<file path="config.mk">
export PLATFORM = sky130hd
export DESIGN_NAME = wildcard_signature_scanner_core
export DESIGN_NICKNAME = d
export VERILOG_FILES = /design/src/hdl/wss_pkg.sv /design/src/hdl/wildcard_signature_scanner_core.sv /design/src/hdl/wss_cell.sv
export SDC_FILE = /design/constraint.sdc
export NUM_CORES = 2
export LEC_CHECK = 0
export BUFFER_PORTS_ARGS = -buffer_cell sky130_fd_sc_hd__buf_2
export CAP_MARGIN = 25
export CORE_UTILIZATION = 44
export DETAILED_ROUTE_END_ITERATION = 10
export PLACE_DENSITY = 0.62
export SLEW_MARGIN = 40
export SYNTH_ARGS = -nofsm -noshare
export SYNTH_HDL_FRONTEND = slang
export SYNTH_SLANG_ARGS = --single-unit
</file>
<file path="constraint.sdc">
create_clock -name clk -period 8.25 [get_ports clk]
set_input_delay 0.825 -clock clk [delete_from_list [all_inputs] [get_ports clk]]
set_output_delay 0.825 -clock clk [all_outputs]
set_load 0.02 [all_outputs]
</file>
<file path="src/hdl/wss_pkg.sv">
// ----------------------------------------------------------------------------
// wss_pkg
// Types and constants shared by the wildcard signature scanner modules.
// ----------------------------------------------------------------------------
package wss_pkg;

    localparam int MAX_PATTERN_DEF  = 64;
    localparam int OFFSET_WIDTH_DEF = 32;

    localparam int BYTE_W       = 8;
    localparam int LENGTH_W     = 7;
    localparam int INDEX_W      = 6;
    localparam int OUT_OFFSET_W = 32;

    localparam logic [BYTE_W-1:0] WILDCARD_BYTE = 8'h2A;

    typedef enum logic
    {
        ACT_SIGNATURE = 1'b0,
        ACT_DATA      = 1'b1
    } action_t;

    typedef enum logic
    {
        ST_IDLE = 1'b0,
        ST_EVAL = 1'b1
    } state_t;

    // per-cell control from the sequencer
    typedef struct packed
    {
        logic shift;
        logic clear;
        logic insert;
        logic active;
        logic sig_we;
    } cell_ctrl_t;

endpackage

</file>
<file path="src/hdl/wildcard_signature_scanner_core.sv">
// A data item is compared in the cycle after acceptance; its result enters
// the output register once that register is free. A signature write is
// taken while idle; no input is taken during a data byte's compare, and the
// compare cycle repeats while a new result waits for the output register.
// Reset: window cleared, position count and match flag zero, length 1, no
// result pending; signature bytes are undefined until written.
// ----------------------------------------------------------------------------
// wildcard_signature_scanner_core
// Streams region bytes through a chain of cells; per region, reports the first
// offset where the stored signature (0x2A matching any byte) matches, or no match.
// ----------------------------------------------------------------------------
module wildcard_signature_scanner_core
#(
    parameter int MAX_PATTERN  = wss_pkg::MAX_PATTERN_DEF,
    parameter int OFFSET_WIDTH = wss_pkg::OFFSET_WIDTH_DEF
)
(
    input  logic                                clk,
    input  logic                                rst_n,
    input  logic                                cfg_write_en,
    input  logic [wss_pkg::LENGTH_W-1:0]        pattern_length,
    input  logic                                in_valid,
    output logic                                in_ready,
    input  logic                                action,
    input  logic [wss_pkg::BYTE_W-1:0]          byte_value,
    input  logic [wss_pkg::INDEX_W-1:0]         pattern_index,
    input  logic                                last_byte,
    output logic                                out_valid,
    input  logic                                out_ready,
    output logic                                found,
    output logic [wss_pkg::OUT_OFFSET_W-1:0]    match_offset
);

    localparam int LEN_W = $clog2(MAX_PATTERN + 1);
    localparam int CL_W  = (LEN_W > wss_pkg::LENGTH_W) ? LEN_W : wss_pkg::LENGTH_W;
    localparam int EXT_W = ((OFFSET_WIDTH > wss_pkg::OUT_OFFSET_W) ?
                            OFFSET_WIDTH : wss_pkg::OUT_OFFSET_W) + 1;

    wss_pkg::state_t state_reg;
    wss_pkg::state_t state_next;

    logic [LEN_W-1:0]        len_reg;
    logic [LEN_W-1:0]        len_next;
    logic [CL_W-1:0]         len_ext;
    logic [OFFSET_WIDTH-1:0] pos_reg;
    logic [OFFSET_WIDTH-1:0] pos_next;
    logic                    seen_reg;
    logic                    seen_next;
    logic                    last_reg;
    logic                    last_next;
    logic                    fresh_reg;
    logic                    fresh_next;
    logic                    out_valid_reg;
    logic                    out_valid_next;
    logic                    found_reg;
    logic                    found_next;
    logic [wss_pkg::OUT_OFFSET_W-1:0] offset_reg;
    logic [wss_pkg::OUT_OFFSET_W-1:0] offset_next;

    logic                    in_fire;
    logic                    data_fire;
    logic                    sig_fire;
    logic                    eval_en;
    logic                    eval_go;
    logic                    out_free;
    logic                    all_hit;
    logic                    report_hit;
    logic                    report_end;
    logic [EXT_W-1:0]        pos_ext;
    logic [EXT_W-1:0]        n_ext;
    logic [EXT_W-1:0]        diff_ext;

    wss_pkg::cell_ctrl_t        ctrl   [MAX_PATTERN];
    logic [wss_pkg::BYTE_W-1:0] win    [MAX_PATTERN];
    logic [MAX_PATTERN-1:0]     hit;

    // ---------------- sequencer ----------------
    always_comb
    begin
        state_next = state_reg;
        unique case (state_reg)
            wss_pkg::ST_IDLE:
            begin
                if (in_valid && action == wss_pkg::ACT_DATA)
                begin
                    state_next = wss_pkg::ST_EVAL;
                end
            end
            wss_pkg::ST_EVAL:
            begin
                // hold the compare while a new result finds the output full
                if (eval_go)
                begin
                    state_next = wss_pkg::ST_IDLE;
                end
            end
            default:
            begin
                state_next = wss_pkg::ST_IDLE;
            end
        endcase
    end

    always_comb
    begin
        in_ready  = 1'b0;
        eval_en   = 1'b0;
        unique case (state_reg)
            wss_pkg::ST_IDLE: in_ready = 1'b1;
            wss_pkg::ST_EVAL: eval_en  = 1'b1;
            default:          in_ready = 1'b0;
        endcase
    end

    assign in_fire   = in_valid && in_ready;
    assign data_fire = in_fire && (action == wss_pkg::ACT_DATA);
    assign sig_fire  = in_fire && (action == wss_pkg::ACT_SIGNATURE);

    // ---------------- length register ----------------
    assign len_ext = CL_W'(pattern_length);

    always_comb
    begin
        len_next = len_reg;
        if (cfg_write_en)
        begin
            if (len_ext == '0)
            begin
                len_next = LEN_W'(1);
            end
            else if (len_ext > CL_W'(MAX_PATTERN))
            begin
                len_next = LEN_W'(MAX_PATTERN);
            end
            else
            begin
                len_next = LEN_W'(len_ext);
            end
        end
    end

    // ---------------- cell chain ----------------
    for (genvar i = 0; i < MAX_PATTERN; i++)
    begin : g_cell
        logic [wss_pkg::BYTE_W-1:0] right_win;

        if (i == MAX_PATTERN - 1)
        begin : g_end
            assign right_win = byte_value;
        end
        else
        begin : g_mid
            assign right_win = win[i+1];
        end

        always_comb
        begin
            ctrl[i].shift  = data_fire;
            ctrl[i].clear  = data_fire && fresh_reg;
            ctrl[i].insert = (32'(len_reg) == i + 1);
            ctrl[i].active = (32'(len_reg) > i);
            ctrl[i].sig_we = sig_fire && (32'(pattern_index) == i);
        end

        wss_cell u_cell
        (
            .clk       (clk),
            .rst_n     (rst_n),
            .ctrl      (ctrl[i]),
            .byte_in   (byte_value),
            .right_win (right_win),
            .win       (win[i]),
            .hit       (hit[i])
        );
    end

    assign all_hit = &hit;

    // ---------------- region state and result ----------------
    assign pos_ext  = EXT_W'(pos_reg);
    assign n_ext    = EXT_W'(len_reg);
    assign diff_ext = pos_ext - n_ext;

    assign report_hit = eval_en && !seen_reg && (pos_ext >= n_ext) && all_hit;
    assign report_end = eval_en && !seen_reg && last_reg && !report_hit;

    assign out_free = !out_valid_reg || out_ready;
    assign eval_go  = eval_en && (out_free || !(report_hit || report_end));

    always_comb
    begin
        pos_next       = pos_reg;
        seen_next      = seen_reg;
        last_next      = last_reg;
        fresh_next     = fresh_reg;
        out_valid_next = out_valid_reg;
        found_next     = found_reg;
        offset_next    = offset_reg;

        if (out_valid_reg && out_ready)
        begin
            out_valid_next = 1'b0;
        end

        if (data_fire)
        begin
            last_next  = last_byte;
            fresh_next = 1'b0;
            // saturate at the top of the count
            if (pos_reg != '1)
            begin
                pos_next = pos_reg + OFFSET_WIDTH'(1);
            end
        end

        if (eval_go && report_hit)
        begin
            seen_next      = 1'b1;
            found_next     = 1'b1;
            offset_next    = diff_ext[wss_pkg::OUT_OFFSET_W-1:0];
            out_valid_next = 1'b1;
        end
        else if (eval_go && report_end)
        begin
            found_next     = 1'b0;
            offset_next    = '0;
            out_valid_next = 1'b1;
        end

        // region over: drop back to the reset state, window on the next byte
        if (eval_go && last_reg)
        begin
            pos_next   = '0;
            seen_next  = 1'b0;
            fresh_next = 1'b1;
        end
    end

    always_ff @(posedge clk or negedge rst_n)
    begin
        if (!rst_n)
        begin
            state_reg     <= wss_pkg::ST_IDLE;
            len_reg       <= LEN_W'(1);
            pos_reg       <= '0;
            seen_reg      <= 1'b0;
            last_reg      <= 1'b0;
            fresh_reg     <= 1'b0;
            out_valid_reg <= 1'b0;
        end
        else
        begin
            state_reg     <= state_next;
            len_reg       <= len_next;
            pos_reg       <= pos_next;
            seen_reg      <= seen_next;
            last_reg      <= last_next;
            fresh_reg     <= fresh_next;
            out_valid_reg <= out_valid_next;
        end
    end

    always_ff @(posedge clk)
    begin
        found_reg  <= found_next;
        offset_reg <= offset_next;
    end

    assign out_valid    = out_valid_reg;
    assign found        = found_reg;
    assign match_offset = offset_reg;

`ifndef SYNTHESIS
    a_not_found_zero: assert property (@(posedge clk) disable iff (!rst_n)
        out_valid && !found |-> match_offset == '0)
        else $error("no-match item carries a non-zero offset");

    a_data_evaluates: assert property (@(posedge clk) disable iff (!rst_n)
        in_valid && in_ready && action == wss_pkg::ACT_DATA |=> state_reg == wss_pkg::ST_EVAL)
        else $error("data byte not followed by a compare cycle");

    a_len_range: assert property (@(posedge clk) disable iff (!rst_n)
        len_reg != '0 && 32'(len_reg) <= MAX_PATTERN)
        else $error("signature length out of range");

    a_region_cleared: assert property (@(posedge clk) disable iff (!rst_n)
        eval_go && last_reg |=> pos_reg == '0 && !seen_reg)
        else $error("region state not cleared after last byte");

    a_out_held: assert property (@(posedge clk) disable iff (!rst_n)
        out_valid && !out_ready |=> out_valid && $stable(found) && $stable(match_offset))
        else $error("waiting result changed before it was taken");
`endif

endmodule

</file>
<file path="src/hdl/wss_cell.sv">
// ----------------------------------------------------------------------------
// wss_cell
// One position of the scan chain: a signature byte, a window byte and the
// byte compare with wildcard.
// ----------------------------------------------------------------------------
module wss_cell
(
    input  logic                          clk,
    input  logic                          rst_n,
    input  wss_pkg::cell_ctrl_t           ctrl,
    input  logic [wss_pkg::BYTE_W-1:0]    byte_in,
    input  logic [wss_pkg::BYTE_W-1:0]    right_win,
    output logic [wss_pkg::BYTE_W-1:0]    win,
    output logic                          hit
);

    logic [wss_pkg::BYTE_W-1:0] sig_reg;
    logic [wss_pkg::BYTE_W-1:0] win_reg;
    logic [wss_pkg::BYTE_W-1:0] win_next;

    always_comb
    begin
        win_next = win_reg;
        if (ctrl.shift)
        begin
            // the newest byte lands in the cell at the signature's far end;
            // drop the older bytes on the first byte of a region
            if (ctrl.insert)
            begin
                win_next = byte_in;
            end
            else if (ctrl.clear)
            begin
                win_next = '0;
            end
            else
            begin
                win_next = right_win;
            end
        end
    end

    always_ff @(posedge clk or negedge rst_n)
    begin
        if (!rst_n)
        begin
            win_reg <= '0;
        end
        else
        begin
            win_reg <= win_next;
        end
    end

    always_ff @(posedge clk)
    begin
        if (ctrl.sig_we)
        begin
            sig_reg <= byte_in;
        end
    end

    assign win = win_reg;
    assign hit = !ctrl.active || (sig_reg == wss_pkg::WILDCARD_BYTE) || (sig_reg == win_reg);

endmodule

</file>
# Yosys cells after proc, flatten, opt, wreduce, memory -nomap -nowiden
# Index checks and enable logic that the tools add are counted.
[op_classes]
n_eq_ne = 256
mul = 0
n_bitwise = 2
n_reduce_logical = 287
shift = 0
n_addsub = 2
div = 0
order_cmp = 66
muxes = 147
[op_table]
columns = ["cell", "n"]
rows = [
  ["2-to-1 mux 8 bit", 128],
  ["== test 8 x 6 -> 1 bit, second input constant", 64],
  ["== test 8 bit", 64],
  ["== test 7 x 6 -> 1 bit, second input constant", 32],
  ["greater-than comparator 7 x 6 -> 1 bit, second input constant", 32],
  ["== test 6 bit, second input constant", 32],
  ["2-to-1 mux 32 bit", 5],
  ["logical OR 1 bit", 131],
  ["== test 7 x 5 -> 1 bit, second input constant", 16],
  ["greater-than comparator 7 x 5 -> 1 bit, second input constant", 16],
  ["== test 6 x 5 -> 1 bit, second input constant", 16],
  ["logical AND 1 bit", 79],
  ["zero test 1 bit", 68],
  ["AND reduction 64 bit", 1],
  ["== test 7 x 4 -> 1 bit, second input constant", 8],
  ["greater-than comparator 7 x 4 -> 1 bit, second input constant", 8],
  ["== test 6 x 4 -> 1 bit, second input constant", 8],
  ["adder 32 x 1 -> 32 bit, second input constant", 1],
  [">= comparator 32 x 7 -> 1 bit", 1],
  ["inequality test 32 bit, second input constant", 1],
  ["subtractor 32 x 7 -> 32 bit", 1],
  ["== test 7 x 3 -> 1 bit, second input constant", 4],
  ["greater-than comparator 7 x 3 -> 1 bit, second input constant", 4],
  ["== test 6 x 3 -> 1 bit, second input constant", 4],
  ["17 further kinds", 36],
]
[word_totals]
ff_bits = 1101
ram_bits = 0
latchBits = 0
wordCells = 897
n_memories = 0
in_bits = 28
mem_bits_ro = 0
out_inout_bits = 35

# Logic depth before layout (Yosys ltp)
[logic_depth]
word_depth = 15
mapped_depth = 13
mapped_depth_nobuf = 11

# Hierarchy
# From an unflattened synthesis, not the netlist that was laid out.
[unflattened]
hier_cells = 4593
hier_area_um2 = 52004.9
[by_module_without_submodules]
columns = ["mod", "cells_per_inst", "n_inst", "seq_area_each_um2", "area_per_inst_um2"]
rows = [
  ["wss_cell", 60, 64, 440.4, 723.2],
  ["wildcard_signature_scanner_core", 753, 1, 2083.2, 5720.5],
]

# Worst setup path after synthesis
# OpenSTA, ideal clock, no wires.
[synth_path]
path_kind = "reg2reg"
from = "reg len_reg[6]"
to = "reg offset_reg (netlist bit match_offset[0]) (enable)"
arrival_time_ns = 3.130
slack_ns = 4.730
period_less_slack_ns = 3.520
path_stages_with_launch = 12
setup_ns = 0.389
path_buffers = 3
t_required_ns = 7.861
path_cell_list = "dfrtp_1 -> buf_2 -> buf_2 -> clkinv_1 -> ha_1 -> nand4b_1 -> o2111a_2 -> nand3_1 -> and4_4 -> nand4b_4 -> buf_6 -> nand2_1"
[synth_via]
elab_chain_cells = 14
word_cells_on_any_way = 269
classes_between = "65 x order compare; 204 x reduce/logical"
[synth_rtl]
columns = ["item", "line", "source"]
rows = [
  ["start: declaration", "wildcard_signature_scanner_core.sv:42", "logic [LEN_W-1:0] len_reg;"],
  ["start signal: assignment", "wildcard_signature_scanner_core.sv:254", "len_reg <= len_next;"],
  ["greater-than comparator 7 x 1 -> 1 bit (tied with other cells)", "wildcard_signature_scanner_core.sv:161", "ctrl[i].active = (32'(len_reg) > i);"],
  ["zero test 1 bit", "wss_cell.sv:64", "assign hit = !ctrl.active || (sig_reg == wss_pkg::WILDCARD_BYTE) || (sig_reg == win_reg);"],
  ["logical OR 1 bit (2 in series)", "wss_cell.sv:64", ""],
  ["AND reduction 64 bit", "wildcard_signature_scanner_core.sv:177", "assign all_hit = &hit;"],
  ["logical AND 1 bit *", "wildcard_signature_scanner_core.sv:184", "assign report_hit = eval_en && !seen_reg && (pos_ext >= n_ext) && all_hit;"],
  ["zero test 1 bit", "wildcard_signature_scanner_core.sv:185", "assign report_end = eval_en && !seen_reg && last_reg && !report_hit;"],
  ["logical AND 1 bit", "wildcard_signature_scanner_core.sv:185", ""],
  ["logical OR 1 bit", "wildcard_signature_scanner_core.sv:188", "assign eval_go = eval_en && (out_free || !(report_hit || report_end));"],
  ["zero test 1 bit", "wildcard_signature_scanner_core.sv:188", ""],
  ["logical OR 1 bit", "wildcard_signature_scanner_core.sv:188", ""],
  ["logical AND 1 bit", "wildcard_signature_scanner_core.sv:188", ""],
  ["logical AND 1 bit, on equally long branches", "wildcard_signature_scanner_core.sv:216, wildcard_signature_scanner_core.sv:223", ""],
  ["nonzero test 2 bit (no source line) *", "-", ""],
  ["end signal: assignment", "wildcard_signature_scanner_core.sv:266", "offset_reg <= offset_next;"],
  ["end: declaration", "wildcard_signature_scanner_core.sv:57", "logic [wss_pkg::OUT_OFFSET_W-1:0] offset_reg;"],
]
# Every way passes the cells marked *; elsewhere a longest branch is shown, timed or not.
# A chain may end at the register's enable or synchronous reset.

# Final worst setup path
[layout_path]
from = "reg len_reg[4]"
to = "reg offset_reg (netlist bit match_offset[12]) (enable)"
# Same word-level chain as after synthesis.

==> impl_metrics.yaml <==
grt:
  busiest_layer: "met2"
  grt_use_total_pct: 26.1
  grt_pass1_vias: 36832
  grt_overflow: 0
  antenna_found_initial: 5
  grt_max_degree: 251
  grtUsageMet2_pct: 40.3
  grt_first_pass_wirelength_um: 240000
  grt_use_met1_pct: 36.9
  met3_usage_pct: 4.74
placement:
  routabilityCongestion: 0.991
  dpl.cell_count: 6399
  port_buffers: 62
  dpl.hpwl_um: 106000
  dp_slack_ps: 3130
worst_setup_path:
  cp.depth: 10
  regToRegEndpoint: "match_offset[12]$_SDFFCE_PN0P_"
  crit_buf_inv: 2
  worstSetupPathType: "flip-flop to flip-flop"
  cp.required_ps: 8630
  cp_max_fo: 35
  startpoint: "len_reg[4]$_DFFE_PN0P_"
  slowest_delay_ps: 850
  crit_end: "match_offset[12]$_SDFFCE_PN0P_"
  regToRegStartpoint: "len_reg[4]$_DFFE_PN0P_"
  reg2reg_depth: 10
  critPathCaptureType: "flip-flop"
  crit_family: "simple AND/OR/NAND/NOR gates"
  rrSetupSlack_ps: 2930
  crit_top_cell: "buf_4"
  cp-start-kind: "flip-flop"
  cp_slowest_cell: "dfrtp_1"
  crit_chain: "or3b_1, nor2_1, buf_4, a211o_1, a21oi_1, a2111oi_0, and4_4, nand4b_4, nand2_1, buf_4"
  cp.arrival_ps: 5700
route:
  drc: 0
  detail-route-antenna-nets: 0
  drt-initial-drc-count: 4057
  viasPerCell: 5.78
  drt_wl_total_um: 160000
  via_count: 38295
  drt_first_pass_iters: 6
  wl_per_cell_um: 24.2
synthesis:
  synth_adder_area_share_pct: 0.226
  synth-simple-area-share_pct: 19.0
  synthesis.area_um2: 53100
  synth-compound-area-share_pct: 11.7
  syn_nets: 5042
  synthCells: 5005
  muxShareOfSynthArea_pct: 0.0212
  synth_top_family_by_area: "simple AND/OR/NAND/NOR gates"
  seq_area_frac_synth_pct: 57.0
  async_flop_share_pct: 50.5
  synth_cell_type_count: 78
  synth.avg_cell_area_um2: 10.6
  synth_edf_count: 544
  synth_warnings: 0
  synth_flop_cell: "dfrtp_1"
  ys_ff_latch: 1101
  synth-xor-area-share_pct: 9.30
clocking:
  cts_hold_buf: 0
  cts_buffers: 115
  ctsRootBufferMaster: "clkbuf_16"
  tritoncts: "yes"
  cts_sinks: 1101
  clkLatencyLatePin_ps: 730
  cts_buffer_depth: 3
  cts_resized: 0
  cts_setup_buffers: 0
  clkSlewWorstSetupHoldPaths_ps: 60
  h-tree-depth: 3
die:
  die_w_um: 349
  core_um2: 120000
  boundaryPins: 63
  start_util_pct: 44.3
  num_rows: 127
  die_area_um2: 122000
  die_y_um: 349
layout:
  fin_nets: 4947
  drive_above_1_share_pct: 8.02
  fillCellCount: 10779
  syn2layout_area_growth_pct: 11.5
  fin_cells: 6627
sta:
  worst_slack_ps: 2930
  fin_setup_tns_ps: 0
  setup_violations: 0
  rsz0062_at_grt: "false"
  fin_crit_ps: 5320
  finalHoldViolations: 0
  period_share_pct: 64.4
  relSlewSlack_pct: 35.0
  skew_ps: 32.2
  final_max_slew_viol_count: 0
  fmax_mhz: 188
  worst_slew_pin_slew_ps: 961
min_path:
  hp-class: "primary input to asynchronous set/reset pin"
status:
  status: "finished, final reports clean"
flow_run:
  max-cap-violations: 0
power:
  p_leak_nw: 21.1
  power.density_nw_per_um2: 219
  ir_drop_uv: 168
metal layers:
layer  wire [µm]  vias up
li1            -    17746
met1       70800    19034
met2       72200     1254
met3       11500      259
met4        5750        2
met5          13        -
synth_stat cells (22+ instances only):
cell / number / area share, %
o21ai_0: 565 / 5.3
nor3b_1: 507 / 7.2
nand4_1: 108 / 1.3
nor3_1: 22 / 0.21
nor4_1: 47 / 0.55
nor4bb_1: 62 / 1.2
edfxtp_1: 544 / 31
xor2_1: 142 / 2.3
dfrtp_1: 555 / 26
nor2_1: 217 / 1.5
clkbuf_1: 320 / 2.3
nand2_1: 607 / 4.3
nor4b_1: 47 / 0.78
xnor2_1: 422 / 7.0
nand3_1: 30 / 0.28
a21oi_1: 557 / 5.2
cells in the final DEF, fill, tap and decap left out, types with 8 or more instances in the layout:
cell | synthesis | routed
a22oi_1 | 10 | 10
buf_4 | 1 | 51
nor3b_1 | 507 | 507
clkbuf_16 | 0 | 119
nor4bb_1 | 62 | 59
buf_2 | 19 | 54
buf_12 | 0 | 8
nand4_1 | 108 | 108
inv_1 | 17 | 17
xor2_1 | 142 | 142
clkinv_1 | 3 | 14
clkbuf_1 | 320 | 14
nor3_1 | 22 | 20
buf_6 | 5 | 14
and4b_1 | 16 | 16
dfrtp_1 | 555 | 553
ha_1 | 8 | 8
nor2_2 | 8 | 30
nand2_1 | 607 | 606
and3_1 | 17 | 17
bufinv_16 | 0 | 17
a21oi_1 | 557 | 557
nor4b_1 | 47 | 44
nor4_1 | 47 | 39
nor4_2 | 0 | 8
nand3_1 | 30 | 29
o211ai_1 | 8 | 8
edfxtp_1 | 544 | 544
nor2b_1 | 12 | 12
clkbuf_8 | 0 | 13
clkinv_2 | 0 | 29
xnor2_1 | 422 | 422
nor2_1 | 217 | 195
or3_1 | 13 | 13
o21ai_0 | 565 | 559
per-stage QoR:
stage                     area (µm²)  total power [mW]  hold WS [ps]  utilization (%)
final                          59200              13.0           138             49.4
after global routing           59200              13.4           150             49.4
after CTS                      59000              13.0           128             49.3
after detailed placement       55000              7.51           447             45.9
after global placement         54800              7.49           445             45.7
after floorplan                53100              6.98           446                -
worst min-delay path by stage:
stage                    startpoint                                   to  slack, ps  cells after the start
2_1_floorplan  last_reg$_DFFE_PN0P_                 last_reg$_DFFE_PN0P_        450                      2
3_3_place_gp     found$_SDFFE_PP1P_                   found$_SDFFE_PP1P_        450                      2
3_5_place_dp     found$_SDFFE_PP1P_                   found$_SDFFE_PP1P_        450                      2
4_1_cts                       rst_n  g_cell[9].u_cell.win[2]$_DFFE_PN0P_        130                      1
5_1_grt                       rst_n  g_cell[9].u_cell.win[0]$_DFFE_PN0P_        150                      1
6_report                      rst_n  g_cell[9].u_cell.win[2]$_DFFE_PN0P_        140                      1
worst register-to-register path, stage by stage, from the launching register on:
cell	delay, ps
dfrtp_1	850
or3b_1	720
nor2_1	430
buf_4	290
a211o_1	260
a21oi_1	200
a2111oi_0	470
and4_4	310
nand4b_4	490
nand2_1	600
buf_4	370
power breakdown:
group	switching [mW]	leakage [nW]	total (mW)	internal, mW
Sequential	0.205	12.7	6.13	5.93
Combinational	0.893	6.40	1.30	0.407
Clock	2.27	2.01	5.55	3.29
cells by family after synthesis:
logic type,after synthesis
AO/OA/AOI/OAI,1199
XOR/XNOR,564
adder cells (fa/ha/maj),9
buffers and inverters,369
flip-flops,1101
multiplexers,1
AND/OR/NAND/NOR,1762
layout make-up:
cell class | instances | area [µm²] | area share (%)
inverters | 20 | 75.1 | 0.127
flip-flops and latches | 1101 | 30300 | 51.1
repair buffers | 137 | 1210 | 2.04
clock buffers | 146 | 3210 | 5.42
diodes | 2 | 5.00 | 0.00845
well taps | 1612 | 2020 | 3.41
clock inverters | 74 | 855 | 1.44
multi-input cells | 3535 | 21600 | 36.4
No activity file was read; power rests on OpenSTA's default activity.
